--- src/hw/rtl/inverse_distance_weight_row_macros.svh ---
// ----------------------------------------------------------------------------
// Inverse distance weight row: assertion macros
// Shared concurrent assertion forms, clocked on clk_i and held off in reset.
// ----------------------------------------------------------------------------
`ifndef INVERSE_DISTANCE_WEIGHT_ROW_MACROS_SVH
`define INVERSE_DISTANCE_WEIGHT_ROW_MACROS_SVH

// same-cycle implication
`define IDWR_ASSERT_NOW(lbl, ante, cons, msg) \
  lbl: assert property (@(posedge clk_i) disable iff (!rst_ni) (ante) |-> (cons)) \
    else $error(msg);

// next-cycle implication
`define IDWR_ASSERT_NEXT(lbl, ante, cons, msg) \
  lbl: assert property (@(posedge clk_i) disable iff (!rst_ni) (ante) |=> (cons)) \
    else $error(msg);

`endif

--- src/hw/rtl/idwr_pkg.sv ---
// ----------------------------------------------------------------------------
// idwr_pkg
// Constants, codes and controller/datapath interface types.
// ----------------------------------------------------------------------------
`timescale 1ns / 1ps
`default_nettype none

package idwr_pkg;

  localparam int unsigned MAX_POINTS = 32;
  localparam int unsigned IDX_W      = 5;
  localparam int unsigned CNT_W      = 6;
  localparam int unsigned COORD_W    = 32;
  localparam int unsigned W_W        = 32;
  localparam int unsigned SUM_W      = 40;
  localparam int unsigned ACC_W      = 66;
  localparam int unsigned CFG_IDX_W  = 1;
  localparam int unsigned CFG_DATA_W = 32;

  localparam logic OP_LOAD  = 1'b0;
  localparam logic OP_QUERY = 1'b1;

  localparam logic [CFG_IDX_W-1:0] CFG_CUTOFF = 1'b0;
  localparam logic [CFG_IDX_W-1:0] CFG_COUNT  = 1'b1;

  localparam logic [W_W-1:0] EMIT_SCALE    = 32'd10000000;
  localparam logic [W_W-1:0] ONE_Q31       = 32'h8000_0000;
  localparam logic [63:0]    SPECIAL_LIMIT = 64'h0000_0002_0000_0000;

  typedef enum logic [1:0] {
    MUL_DX = 2'd0,
    MUL_DY = 2'd1,
    MUL_DZ = 2'd2,
    MUL_W  = 2'd3
  } mul_sel_e;

  typedef enum logic [1:0] {
    INV_SPECIAL = 2'd0,
    INV_ONES    = 2'd1,
    INV_QUOT    = 2'd2
  } inv_src_e;

  typedef enum logic {
    DIV_RECIP = 1'b0,
    DIV_NORM  = 1'b1
  } div_sel_e;

  typedef enum logic [1:0] {
    OUT_PEND      = 2'd0,
    OUT_PEND_LAST = 2'd1,
    OUT_EMPTY     = 2'd2,
    OUT_HIT       = 2'd3
  } out_src_e;

  typedef struct packed {
    logic     ld_point;
    logic     q_ld;
    logic     idx_clr;
    logic     idx_inc;
    logic     fetch_pt;
    logic     diff_ld;
    logic     mul_en;
    mul_sel_e mul_sel;
    logic     acc_en;
    logic     sqrt_start;
    logic     div_start;
    div_sel_e div_sel;
    logic     inv_ld;
    inv_src_e inv_src;
    logic     accum;
    logic     fetch_w;
    logic     pend_ld;
    logic     out_ld;
    out_src_e out_src;
  } cmd_t;

  typedef struct packed {
    logic idx_end;
    logic coincident;
    logic carry_zero;
    logic root_one;
    logic sqrt_busy;
    logic div_busy;
    logic keep;
    logic pend_valid;
    logic out_free;
  } status_t;

endpackage

`default_nettype wire

--- src/hw/rtl/idwr_ctrl.sv ---
// ----------------------------------------------------------------------------
// idwr_ctrl
// Sequencer for the weight pass and the normalise-and-emit pass of a query.
// ----------------------------------------------------------------------------
`timescale 1ns / 1ps
`default_nettype none

module idwr_ctrl (
  input  wire logic              clk_i,
  input  wire logic              rst_ni,
  input  wire logic              in_valid_i,
  input  wire logic              in_op_i,
  output logic                   in_stall_o,
  input  wire idwr_pkg::status_t status_i,
  output idwr_pkg::cmd_t         cmd_o
);
  import idwr_pkg::*;

  typedef enum logic [22:0] {
    ST_IDLE       = 23'd1 << 0,
    ST_P1_CHECK   = 23'd1 << 1,
    ST_FETCH      = 23'd1 << 2,
    ST_DIFF       = 23'd1 << 3,
    ST_SQ0        = 23'd1 << 4,
    ST_SQ1        = 23'd1 << 5,
    ST_SQ2        = 23'd1 << 6,
    ST_SQ3        = 23'd1 << 7,
    ST_CLASS      = 23'd1 << 8,
    ST_SQRT_GO    = 23'd1 << 9,
    ST_SQRT_WAIT  = 23'd1 << 10,
    ST_RECIP_GO   = 23'd1 << 11,
    ST_RECIP_WAIT = 23'd1 << 12,
    ST_ACCUM      = 23'd1 << 13,
    ST_HIT_EMIT   = 23'd1 << 14,
    ST_P2_CHECK   = 23'd1 << 15,
    ST_P2_FETCH   = 23'd1 << 16,
    ST_P2_MUL     = 23'd1 << 17,
    ST_P2_CMP     = 23'd1 << 18,
    ST_DIV_GO     = 23'd1 << 19,
    ST_DIV_WAIT   = 23'd1 << 20,
    ST_P2_PUSH    = 23'd1 << 21,
    ST_FINISH     = 23'd1 << 22
  } state_e;

  state_e state_q, state_d;
  logic   idle;

  assign idle       = state_q == ST_IDLE;
  assign in_stall_o = !idle;

  always_comb begin
    state_d = state_q;
    cmd_o   = '0;
    cmd_o.mul_sel = MUL_DX;
    cmd_o.div_sel = DIV_RECIP;
    cmd_o.inv_src = INV_SPECIAL;
    cmd_o.out_src = OUT_PEND;
    case (state_q)
      ST_IDLE: begin
        if (in_valid_i) begin
          if (in_op_i == OP_QUERY) begin
            cmd_o.q_ld = 1'b1;
            state_d    = ST_P1_CHECK;
          end else begin
            cmd_o.ld_point = 1'b1;
          end
        end
      end
      ST_P1_CHECK: begin
        if (status_i.idx_end) begin
          cmd_o.idx_clr = 1'b1;
          state_d       = ST_P2_CHECK;
        end else begin
          cmd_o.fetch_pt = 1'b1;
          state_d        = ST_FETCH;
        end
      end
      ST_FETCH: begin
        state_d = ST_DIFF;
      end
      ST_DIFF: begin
        cmd_o.diff_ld = 1'b1;
        state_d       = ST_SQ0;
      end
      ST_SQ0: begin
        cmd_o.mul_en  = 1'b1;
        cmd_o.mul_sel = MUL_DX;
        state_d       = ST_SQ1;
      end
      ST_SQ1: begin
        cmd_o.mul_en  = 1'b1;
        cmd_o.mul_sel = MUL_DY;
        cmd_o.acc_en  = 1'b1;
        state_d       = ST_SQ2;
      end
      ST_SQ2: begin
        cmd_o.mul_en  = 1'b1;
        cmd_o.mul_sel = MUL_DZ;
        cmd_o.acc_en  = 1'b1;
        state_d       = ST_SQ3;
      end
      ST_SQ3: begin
        cmd_o.acc_en = 1'b1;
        state_d      = ST_CLASS;
      end
      ST_CLASS: begin
        if (status_i.coincident) begin
          state_d = ST_HIT_EMIT;
        end else if (status_i.carry_zero) begin
          state_d = ST_SQRT_GO;
        end else begin
          cmd_o.inv_ld  = 1'b1;
          cmd_o.inv_src = INV_SPECIAL;
          state_d       = ST_ACCUM;
        end
      end
      ST_SQRT_GO: begin
        cmd_o.sqrt_start = 1'b1;
        state_d          = ST_SQRT_WAIT;
      end
      ST_SQRT_WAIT: begin
        if (!status_i.sqrt_busy) begin
          state_d = ST_RECIP_GO;
        end
      end
      ST_RECIP_GO: begin
        if (status_i.root_one) begin
          cmd_o.inv_ld  = 1'b1;
          cmd_o.inv_src = INV_ONES;
          state_d       = ST_ACCUM;
        end else begin
          cmd_o.div_start = 1'b1;
          cmd_o.div_sel   = DIV_RECIP;
          state_d         = ST_RECIP_WAIT;
        end
      end
      ST_RECIP_WAIT: begin
        if (!status_i.div_busy) begin
          cmd_o.inv_ld  = 1'b1;
          cmd_o.inv_src = INV_QUOT;
          state_d       = ST_ACCUM;
        end
      end
      ST_ACCUM: begin
        cmd_o.accum = 1'b1;
        state_d     = ST_P1_CHECK;
      end
      ST_HIT_EMIT: begin
        if (status_i.out_free) begin
          cmd_o.out_ld  = 1'b1;
          cmd_o.out_src = OUT_HIT;
          state_d       = ST_IDLE;
        end
      end
      ST_P2_CHECK: begin
        if (status_i.idx_end) begin
          state_d = ST_FINISH;
        end else begin
          cmd_o.fetch_w = 1'b1;
          state_d       = ST_P2_FETCH;
        end
      end
      ST_P2_FETCH: begin
        cmd_o.mul_en  = 1'b1;
        cmd_o.mul_sel = MUL_W;
        state_d       = ST_P2_MUL;
      end
      ST_P2_MUL: begin
        state_d = ST_P2_CMP;
      end
      ST_P2_CMP: begin
        if (status_i.keep) begin
          state_d = ST_DIV_GO;
        end else begin
          cmd_o.idx_inc = 1'b1;
          state_d       = ST_P2_CHECK;
        end
      end
      ST_DIV_GO: begin
        cmd_o.div_start = 1'b1;
        cmd_o.div_sel   = DIV_NORM;
        state_d         = ST_DIV_WAIT;
      end
      ST_DIV_WAIT: begin
        if (!status_i.div_busy) begin
          state_d = ST_P2_PUSH;
        end
      end
      ST_P2_PUSH: begin
        if (!status_i.pend_valid || status_i.out_free) begin
          cmd_o.out_ld  = status_i.pend_valid;
          cmd_o.out_src = OUT_PEND;
          cmd_o.pend_ld = 1'b1;
          cmd_o.idx_inc = 1'b1;
          state_d       = ST_P2_CHECK;
        end
      end
      ST_FINISH: begin
        if (status_i.out_free) begin
          cmd_o.out_ld  = 1'b1;
          cmd_o.out_src = status_i.pend_valid ? OUT_PEND_LAST : OUT_EMPTY;
          state_d       = ST_IDLE;
        end
      end
      default: begin
        state_d = ST_IDLE;
      end
    endcase
  end

  always_ff @(posedge clk_i or negedge rst_ni) begin
    if (!rst_ni) begin
      state_q <= ST_IDLE;
    end else begin
      state_q <= state_d;
    end
  end

endmodule

`default_nettype wire

--- config.mk ---
export PLATFORM = sky130hd
export DESIGN_NAME = idwr_ctrl
export DESIGN_NICKNAME = d
export VERILOG_FILES = /design/src/hw/rtl/inverse_distance_weight_row_macros.svh /design/src/hw/rtl/idwr_pkg.sv /design/src/hw/rtl/idwr_ctrl.sv
export SDC_FILE = /design/constraint.sdc
export NUM_CORES = 1
export LEC_CHECK = 0
export BUFFER_PORTS_ARGS = -buffer_cell sky130_fd_sc_hd__clkbuf_2
export CORE_MARGIN = 5
export CORE_UTILIZATION = 40
export CTS_CLUSTER_DIAMETER = 60
export DETAILED_ROUTE_END_ITERATION = 10
export GPL_TIMING_DRIVEN = 0
export SYNTH_ARGS = -nofsm -noshare
export SYNTH_HDL_FRONTEND = slang
export SYNTH_SLANG_ARGS = --single-unit
--- constraint.sdc ---
create_clock -name clk_i -period 2.5 [get_ports clk_i]
set_input_delay 0.25 -clock clk_i [delete_from_list [all_inputs] [get_ports clk_i]]
set_output_delay 0.25 -clock clk_i [all_outputs]
set_load 0.01 [all_outputs]
==> results.sh, run 1 <==
export IMPL_status="complete, but fails checks"
export IMPL_failed_checks="setup timing"
export IMPL_peakVddDrop_v=0.0003430
export IMPL_critical_path_startpoint="state_q[20]$_DFFE_PN0P_"
export IMPL_worstHoldStart="status_i[7]"
export IMPL_finalHoldViolCount=0
export IMPL_largest_reg_flops=23
export IMPL_routabilityCongestion=0.8818
export IMPL_viasPerCell=5.656
export IMPL_hpwl_um=3157
export IMPL_ys_ff_latch=23
export IMPL_synth_cell_types=50
export IMPL_die_h_um=71.88
export IMPL_finalWorstSetupSlack_ps=-153.2
export IMPL_remaining_drc_errors=0
export IMPL_dr_total_vias=1691
export IMPL_grt_pass1_vias=1755
export IMPL_die_area_sq_um=5166
export IMPL_crit_required_ps=2250
export IMPL_final_common_cell="buf_4"
export IMPL_power_total_mw=1.333
export IMPL_final_period_utilization_pct=106.1
export IMPL_numClockSinks=23
export IMPL_path_clk_slew_ps=80
export IMPL_cts_buffers=3
export IMPL_cts_tree="done"
export IMPL_rsz0062_at_grt="true"
export IMPL_worstSkewPairLatency_ps=270
export IMPL_pre_cts_ws_ps=-277.8
export IMPL_hold_path_class="in2reg"
export IMPL_r2r_start="state_q[20]$_DFFE_PN0P_"
export IMPL_wirelength_um=4851
export IMPL_relSlewSlack_pct=59.10
export IMPL_ys_seq_area_share_pct=37.66
export IMPL_num_antenna_cells=0
export IMPL_synth_edff_count=0
export IMPL_grt_usage_pct=18.57
export IMPL_layout_drive_gt1_share_pct=52.59
export IMPL_worstMarginPinSlew_ps=613.5
export IMPL_largestRegisters="state_q x23"
export IMPL_drtIter0Drc=78
export IMPL_pin_count=36
export IMPL_syn_nets=184
export IMPL_finalCriticalPeriod_ps=2653
export IMPL_fill_cells=322
export IMPL_fp_coreArea_sq_um=3689
export IMPL_syn_area_sq_um=1531
export IMPL_grt_pass1_wl_um=7679
export IMPL_io_buffers=35
export IMPL_start_util_pct=41.52
export IMPL_clock_skew_ps=3.029
export IMPL_die_width_um=71.88
export IMPL_slew_violations=0
export IMPL_post_drt_wl_per_cell_um=16.22
export IMPL_worstSetupPathType="reg2out"
export IMPL_async_reset_ff_share_pct=100.0
export IMPL_p_per_area_nw_per_um2=554.5
export IMPL_h_tree_depth=1
export IMPL_gr_total_overflow=0
export IMPL_placed_area_sq_um=1767
export IMPL_grt_max_degree=24
export IMPL_drt_pass1_iter_count=4
export IMPL_antenna_found_initial=0
export IMPL_yosys_warnings=0
export IMPL_area_delta_synth_final_pct=57.03
export IMPL_start_kind="register"
export IMPL_critPathMaxFanout=5
export IMPL_fin_nets=265
export IMPL_finalSetupViolCount=17
export IMPL_root_buffer="clkbuf_8"
export IMPL_arrival_ps=2400
export IMPL_num_rows=22
export IMPL_crit_path_cell_trace="or4_4, buf_4, nand4bb_4, or2_4, nor4_4, nand2b_4, buf_6"
export IMPL_max_freq_mhz=376.9
export IMPL_clock_tree_buffer_depth=2
export IMPL_crit_slowest_cell="or4_4"
export IMPL_postLayoutCellArea_sq_um=2405
export IMPL_p_leak_nw=1.203
export IMPL_maxCapViolCount=0
export IMPL_max_stage_delay_ps=560
export IMPL_layout_common_cells="37 x buf_4, 20 x clkbuf_2, 18 x dfrtp_1"
export IMPL_ant_nets=0
export IMPL_ys_flop_type="dfrtp_1"
export IMPL_synth_area_per_cell_sq_um=8.956
export IMPL_worstSetupEndpointType="primary output"
export IMPL_final_core_util_pct=65.20
export IMPL_syn_inst=171
export IMPL_regMostFlops="state_q"
## stage by stage
step	std cells	hold WS (ps)	TNS, ps
finish	299	170.5	-1051
global route	299	179.5	-2762
global placement	254	282.1	-421.3
CTS	289	167.3	-1038
floorplan	171	-45.59	0
detailed placement	254	282.2	-960.7
## per-layer routing
| layer | vias up | track usage (%) | part of all wire (%) |
|---|---|---|---|
| met5 | - | 0 | 0 |
| met4 | 0 | 7.098 | 2.2 |
| met3 | 12 | 1.964 | 4.0 |
| met2 | 45 | 36.33 | 56 |
| met1 | 839 | 20.09 | 38 |
| li1 | 795 | - | - |
## cell families (layout without fill, tap and decap cells)
family	Yosys count	in the layout	synth area share (%)
DFF	23	23	37.66
AOI/OAI and AO/OA	24	24	11.68
buffers and inverters	14	94	4.248
xor gates and xnor gates	4	4	2.288
and+or+nand+nor	106	106	44.12
## power breakdown
group,leakage (nW),switching (mW),internal [mW]
Sequential,0.310,0.0293,0.400
Combinational,0.870,0.341,0.324
Clock,0.0228,0.125,0.114
Total,1.20,0.495,0.838
## path summary, 6_finish.rpt
path | cells past startpoint | to | slack [ps]
max | 7 | cmd_o[14] | -150
min | 2 | state_q[9]$_DFFE_PN0P_ | 170
max reg2reg | 9 | state_q[22]$_DFFE_PN0P_ | -30
min reg2reg | 1 | state_q[5]$_DFFE_PN0P_ | 580
max in group asynchronous | 2 | state_q[7]$_DFFE_PN0P_ | 1550
min in group asynchronous | 2 | state_q[4]$_DFFE_PN0P_ | 520
## cell type report
cell class	instances	area, sq um	area share [%]
multi-input cells	134	1112	46.25
clock buffers	4	45.04	1.873
flip-flops and latches	23	581.8	24.19
plain buffers	1	5.005	0.2081
repair buffers	80	566.8	23.57
inverters	9	33.78	1.405
well taps	48	60.06	2.497
## worst max-delay path, delay by kind of cell (launching register included)
family	cells	cell delay [ps]
flip-flops	1	390
buffers and inverters	2	240
AND/OR/NAND/NOR	5	1490
## synth_stat cells (all sizes together), types with 2 or more instances
| master | n | share of area, % |
|---|---|---|
| a2111o | 2 | 1.6 |
| a21oi | 6 | 2.2 |
| a22o | 3 | 1.7 |
| a31oi | 3 | 1.6 |
| and2 | 4 | 1.6 |
| and3 | 4 | 1.8 |
| and4 | 2 | 1.1 |
| and4b | 3 | 2.0 |
| buf | 3 | 1.6 |
| clkbuf | 2 | 0.49 |
| dfrtp | 22 | 36 |
| inv | 9 | 2.2 |
| nand2 | 7 | 1.7 |
| nand2b | 4 | 1.6 |
| nand3 | 8 | 2.6 |
| nand3b | 2 | 0.98 |
| nand4 | 6 | 2.5 |
| nor2 | 20 | 4.9 |
| nor2b | 9 | 3.7 |
| nor3 | 11 | 4.7 |
| nor3b | 3 | 1.5 |
| nor4 | 4 | 2.5 |
| nor4b | 6 | 3.4 |
| o21ai | 3 | 0.98 |
| o41ai | 2 | 1.1 |
| or2 | 3 | 1.2 |
| or3 | 3 | 1.2 |
| or4 | 5 | 2.7 |
| xor2 | 3 | 1.7 |
## what timing repair did
| item | in CTS | in global routing |
|---|---|---|
| hold buffers | 1 | 0 |
| setup endpoints to repair | 30 | 30 |
| pin swaps | 18 | 24 |
| hold endpoints to repair | 22 | 0 |
| buffers inserted | 35 | 12 |
| resized for setup | 31 | 45 |
Power figures use the tool's default switching activity.
==> run 2: changes to the inputs <==
Settings changed: SETUP_SLACK_MARGIN from default to 0.3.
==> run 2 against run 1 <==
Effect of this change:
- the flow still finishes with violations (setup timing)
- worst hold slack improved by 13 ps
- cell count rose by 3.0%
- combinational power rose by 42%
- highest routed layer unchanged
==> results.sh, run 2 (same netlist as run 1, synthesis figures left out) <==
export IMPL_largestRegisters="state_q x23"
export IMPL_area_delta_synth_final_pct=69.85
export IMPL_viasPerCell=5.516
export IMPL_fin_nets=274
export IMPL_max_stage_delay_ps=580
export IMPL_arrival_ps=2350
export IMPL_final_period_utilization_pct=103.8
export IMPL_pre_cts_ws_ps=-60.43
export IMPL_crit_top_cell="buf_6"
export IMPL_max_freq_mhz=385.2
export IMPL_regMostFlops="state_q"
export IMPL_finalCriticalPeriod_ps=2596
export IMPL_drt_pass1_iter_count=4
export IMPL_gr_total_overflow=0
export IMPL_ant_nets=0
export IMPL_die_h_um=71.88
export IMPL_finalSetupViolCount=19
export IMPL_p_per_area_nw_per_um2=614.6
export IMPL_grt_usage_pct=20.34
export IMPL_critPathTopFamily="simple AND/OR/NAND/NOR gates"
export IMPL_worstMarginPinSlew_ps=607.1
export IMPL_relSlewSlack_pct=59.53
export IMPL_postLayoutCellArea_sq_um=2601
export IMPL_grt_pass1_vias=1683
export IMPL_maxCapViolCount=0
export IMPL_io_buffers=35
export IMPL_hold_path_class="in2reg"
export IMPL_die_area_sq_um=5166
export IMPL_numClockSinks=23
export IMPL_hpwl_um=3267
export IMPL_worstSkewPairLatency_ps=270
export IMPL_post_drt_wl_per_cell_um=16.35
export IMPL_finalWorstSetupSlack_ps=-95.83
export IMPL_path_clk_slew_ps=80
export IMPL_largest_reg_flops=23
export IMPL_num_rows=22
export IMPL_final_core_util_pct=70.52
export IMPL_crit_slowest_cell="or4_4"
export IMPL_drtIter0Drc=110
export IMPL_wirelength_um=5037
export IMPL_routabilityCongestion=0.9215
export IMPL_crit_required_ps=2250
export IMPL_crit_path_cell_trace="or4_4, nand4bb_4, or3_4, buf_6, inv_2, and3_4, buf_6"
export IMPL_num_antenna_cells=0
export IMPL_final_common_cell="buf_4"
export IMPL_layout_drive_gt1_share_pct=56.15
export IMPL_finalHoldViolCount=0
export IMPL_fill_cells=275
export IMPL_h_tree_depth=1
export IMPL_grt_max_degree=24
export IMPL_status="complete, but fails checks"
export IMPL_dr_total_vias=1699
export IMPL_cts_buffers=3
export IMPL_p_leak_nw=1.271
export IMPL_remaining_drc_errors=0
export IMPL_layout_common_cells="33 x buf_4, 27 x buf_6, 20 x dfrtp_1"
export IMPL_failed_checks="setup timing"
export IMPL_clock_skew_ps=4.237
export IMPL_root_buffer="clkbuf_8"
export IMPL_worstSetupEndpointType="primary output"
export IMPL_clock_tree_buffer_depth=2
export IMPL_placed_cells=254
export IMPL_worstSetupPathType="reg2out"
export IMPL_placed_area_sq_um=1859
export IMPL_start_util_pct=41.52
export IMPL_fp_coreArea_sq_um=3689
export IMPL_fin_cells=308
export IMPL_critPathMaxFanout=5
export IMPL_slew_violations=0
export IMPL_grt_pass1_wl_um=8314
export IMPL_worst_path_buf_inv=3
export IMPL_die_width_um=71.88
export IMPL_start_kind="register"
export IMPL_pin_count=36
export IMPL_peakVddDrop_v=0.0003422
export IMPL_power_total_mw=1.599
export IMPL_cts_tree="done"
export IMPL_antenna_found_initial=0
export IMPL_rsz0062_at_grt="true"
run 2: cell count changes in the layout (fill, tap and decap cells not counted), sizes merged:
cell    before  now
clkbuf      24   21
buf         60   72
run 2: final cells by class:
type | count | area [sq um] | area share, %
inverter | 9 | 33.78 | 1.299
sequential | 23 | 579.3 | 22.27
tap | 48 | 60.06 | 2.309
multi-input combinational | 134 | 1146 | 44.06
buffer | 5 | 67.56 | 2.597
timing repair buffer | 85 | 669.4 | 25.73
clock buffer | 4 | 45.04 | 1.732
run 2: path summary, 6_finish.rpt:
| check | slack (ps) | end | startpoint | depth (start not counted) |
|---|---|---|---|---|
| max in group asynchronous | 1560 | state_q[5]$_DFFE_PN0P_ | rst_ni | 2 |
| max | -100 | cmd_o[20] | state_q[20]$_DFFE_PN0P_ | 7 |
| max reg2reg | -50 | state_q[14]$_DFFE_PN0P_ | state_q[20]$_DFFE_PN0P_ | 9 |
| min | 180 | state_q[9]$_DFFE_PN0P_ | status_i[7] | 2 |
| min in group asynchronous | 510 | state_q[7]$_DFFE_PN0P_ | rst_ni | 2 |
| min reg2reg | 520 | state_q[5]$_DFFE_PN0P_ | state_q[7]$_DFFE_PN0P_ | 1 |
run 2: repair_timing:
| item | CTS | global route |
|---|---|---|
| endpoints found under the hold margin | 22 | 0 |
| endpoints found under the setup margin | 31 | 33 |
| gates resized for setup | 44 | 44 |
| pin swaps | 29 | 22 |
| setup buffers | 37 | 12 |
| hold buffers | 1 | 0 |
run 2: metal layers:
| metal | global-route usage, % | routed length, um |
|---|---|---|
| met5 | 0 | 0 |
| met4 | 5.846 | 61 |
| met3 | 4.348 | 249 |
| met2 | 34.80 | 2631 |
| met1 | 25.71 | 2095 |
run 2: worst register-to-register path: cells and delay by family, from the launching register on:
| kind | cells | cell delay, ps |
|---|---|---|
| and+or+nand+nor | 3 | 1240 |
| DFF | 1 | 390 |
| AOI/OAI and AO/OA | 3 | 500 |
| buffers and inverters | 3 | 350 |
run 2: report_power, final:
part | internal, mW | switching, mW | total [mW] | leakage (nW)
clock | 0.114 | 0.124 | 0.238 | 0.0228
combinational | 0.540 | 0.405 | 0.945 | 0.936
sequential | 0.399 | 0.0170 | 0.416 | 0.313
run 2: per-stage QoR:
step           hold WS, ps  setup TNS [ps]
6_report             183.7          -894.9
5_1_grt              178.9           -3497
4_1_cts              179.5           -1083
3_5_place_dp         283.6          -303.8
3_3_place_gp         281.8          -5.161
2_1_floorplan       -45.59               0
==> run 3: changes to the inputs <==
Settings changed: CORE_UTILIZATION 40 to 49, PLACE_DENSITY from default to 0.74.
==> run 3 against run 2 <==
Effect of this change:
- clock power down 18%
- the flow still finishes with violations (setup timing)
- critical endpoint is now cmd_o[8]
- clock-buffer cell count shrank 1
- wire length is 39% higher
- worst setup slack got worse by 230 ps
- worst hold slack worse by 99 ps
- via count increased by 19%
- power up 0.39%
- register-to-register slack lost 160 ps
- combinational power up 4.8%
- final area grew 3.8%
- global-route usage increased by 6.6 points
==> results.sh, run 3 (same netlist as run 1, synthesis figures left out) <==
export IMPL_clock_skew_ps=4.796
export IMPL_finalHoldViolCount=0
export IMPL_max_freq_mhz=353.4
export IMPL_h_tree_depth=1
export IMPL_max_stage_delay_ps=530
export IMPL_layout_drive_gt1_share_pct=60.66
export IMPL_relSlewSlack_pct=59.56
export IMPL_fp_coreArea_sq_um=3028
export IMPL_start_kind="register"
export IMPL_min_path_cells=2
export IMPL_power_frac_seq_pct=26.1
export IMPL_arrival_ps=2580
export IMPL_register_area_sq_um=579.3
export IMPL_ant_nets=0
export IMPL_crit_slowest_cell="or4_4"
export IMPL_finalSetupViolCount=29
export IMPL_rsz0062_at_grt="true"
export IMPL_fill_cells=135
export IMPL_rr_worst_depth=13
export IMPL_die_width_um=65.91
export IMPL_intPower_uw=988.8
export IMPL_grt_max_degree=24
export IMPL_min_to="state_q[9]$_DFFE_PN0P_"
export IMPL_failed_checks="setup timing"
export IMPL_io_buffers=35
export IMPL_p_per_area_nw_per_um2=594.2
export IMPL_p_sw_uw=616.3
export IMPL_worst_path_buf_inv=2
export IMPL_viasPerCell=6.373
export IMPL_post_drt_wl_per_cell_um=22.09
export IMPL_critPathMaxFanout=5
export IMPL_layout_common_cells="44 x buf_4, 27 x buf_6, 20 x dfrtp_1"
export IMPL_postLayoutCellArea_sq_um=2701
export IMPL_worstSetupPathType="reg2out"
export IMPL_grt_pass1_wl_um=8818
export IMPL_worstSetupEndpointType="primary output"
export IMPL_maxCapViolCount=0
export IMPL_slew_violations=0
export IMPL_wirelength_um=6981
export IMPL_antenna_found_initial=0
export IMPL_numClockSinks=23
export IMPL_num_antenna_cells=0
export IMPL_path_clk_slew_ps=150
export IMPL_largestRegisters="state_q x23"
export IMPL_cts_tree="done"
export IMPL_grt_usage_pct=26.95
export IMPL_worstHoldStart="status_i[7]"
export IMPL_r2r_start="state_q[2]$_DFFE_PN0P_"
export IMPL_hold_path_class="in2reg"
export IMPL_drt_pass1_iter_count=5
export IMPL_hold_worst_slack_ps=84.47
export IMPL_clock_tree_buffer_depth=2
export IMPL_crit_path_cell_trace="or4_4, buf_8, nor3_4, and2_4, nand4b_1, nor3_2, or3_4, buf_6"
export IMPL_start_util_pct=50.58
export IMPL_routabilityCongestion=0.9305
export IMPL_critPathTopFamily="simple AND/OR/NAND/NOR gates"
export IMPL_cts_buffers=3
export IMPL_drtIter0Drc=273
export IMPL_peakVddDrop_v=0.0005537
export IMPL_largest_reg_flops=23
export IMPL_power_frac_comb_pct=61.7
export IMPL_die_h_um=65.91
export IMPL_hpwl_um=3192
export IMPL_crit_required_ps=2250
export IMPL_root_buffer="clkbuf_4"
export IMPL_pin_count=36
export IMPL_placed_area_sq_um=1854
export IMPL_gr_total_overflow=0
export IMPL_fin_nets=286
export IMPL_grt_pass1_vias=1869
export IMPL_finalWorstSetupSlack_ps=-329.5
export IMPL_regToRegSetupSlack_ps=-210
export IMPL_num_rows=20
export IMPL_regMostFlops="state_q"
export IMPL_area_delta_synth_final_pct=76.39
export IMPL_final_period_utilization_pct=113.2
export IMPL_finalCriticalPeriod_ps=2829
export IMPL_power_frac_clock_pct=12.2
export IMPL_p_leak_nw=1.324
export IMPL_die_area_sq_um=4343
export IMPL_status="complete, but fails checks"
export IMPL_worstMarginPinSlew_ps=606.7
export IMPL_remaining_drc_errors=0
export IMPL_rr_endpoint="state_q[14]$_DFFE_PN0P_"
export IMPL_dr_total_vias=2014
export IMPL_final_common_cell="buf_4"
export IMPL_worstSkewPairLatency_ps=340
export IMPL_multi_input_area_sq_um=1174
export IMPL_tns_ps=-4944
export IMPL_swShare_pct=38.40
[run 3: stage by stage]
step | instances | utilization [%] | total power [mW] | worst slack, ps
5_1_grt | 316 | 89.21 | 1.652 | -393.3
3_5_place_dp | 250 | 61.24 | 0.8822 | -41.00
6_report | 316 | 89.21 | 1.605 | -329.5
4_1_cts | 293 | 77.77 | 1.380 | -182.8
2_1_floorplan | 171 | - | 0.7634 | 282.2
3_3_place_gp | 250 | 61.24 | 0.8664 | 22.44
[run 3: per-layer routing]
| metal | vias to the layer above | GRT usage [%] | share of wire, % |
|---|---|---|---|
| li1 | 842 | - | - |
| met1 | 976 | 28.78 | 35 |
| met2 | 139 | 48.56 | 50 |
| met3 | 57 | 4.082 | 8.8 |
| met4 | 0 | 17.62 | 6.6 |
| met5 | - | 0 | 0 |
[run 3: worst reg2reg max path, stage by stage, from the launching register on]
cell and delay (ps):
dfrtp_1 420, or4_4 530, buf_8 160, nor3_4 240, and2_4 210, nand4b_1 180
buf_4 200, buf_6 110, buf_6 110, buf_6 110, buf_6 100, buf_6 110
inv_2 40, a22o_1 140
[run 3: timing repair]
action | in CTS | in global routing
resized for setup | 42 | 58
endpoints found under the setup margin | 32 | 34
hold buffers | 1 | 0
hold endpoints to repair | 22 | 0
pin swaps | 23 | 24
setup buffers | 38 | 23
[run 3: how the worst max path moves through the flow]
stage | cells after the start | to | start
after floorplan | 6 | cmd_o[10] | state_q[2]$_DFFE_PN0P_
after global placement | 6 | state_q[14]$_DFFE_PN0P_ | state_q[8]$_DFFE_PN0P_
after detailed placement | 8 | cmd_o[8] | state_q[13]$_DFFE_PN0P_
after CTS | 8 | cmd_o[8] | state_q[4]$_DFFE_PN0P_
after global routing | 9 | cmd_o[4] | state_q[4]$_DFFE_PN0P_
final | 8 | cmd_o[8] | state_q[2]$_DFFE_PN0P_
[run 3: final cells by class]
type | instances | area share [%]
Sequential cell | 23 | 21.45
Tap cell | 44 | 2.038
Clock inverter | 1 | 0.1853
Multi-Input combinational cell | 134 | 43.45
Inverter | 9 | 1.343
Timing Repair Buffer | 97 | 28.58
Buffer | 5 | 2.131
Clock buffer | 3 | 0.8337
[run 3: power groups by stage]
| stage | registers [mW] | logic, mW | clock network (mW) |
|---|---|---|---|
| after global routing | 0.419 | 1.03 | 0.204 |
| after global placement | 0.431 | 0.436 | 0 |
| after floorplan | 0.427 | 0.337 | 0 |
| after CTS | 0.415 | 0.780 | 0.185 |
| final | 0.419 | 0.990 | 0.195 |
| after detailed placement | 0.433 | 0.450 | 0 |
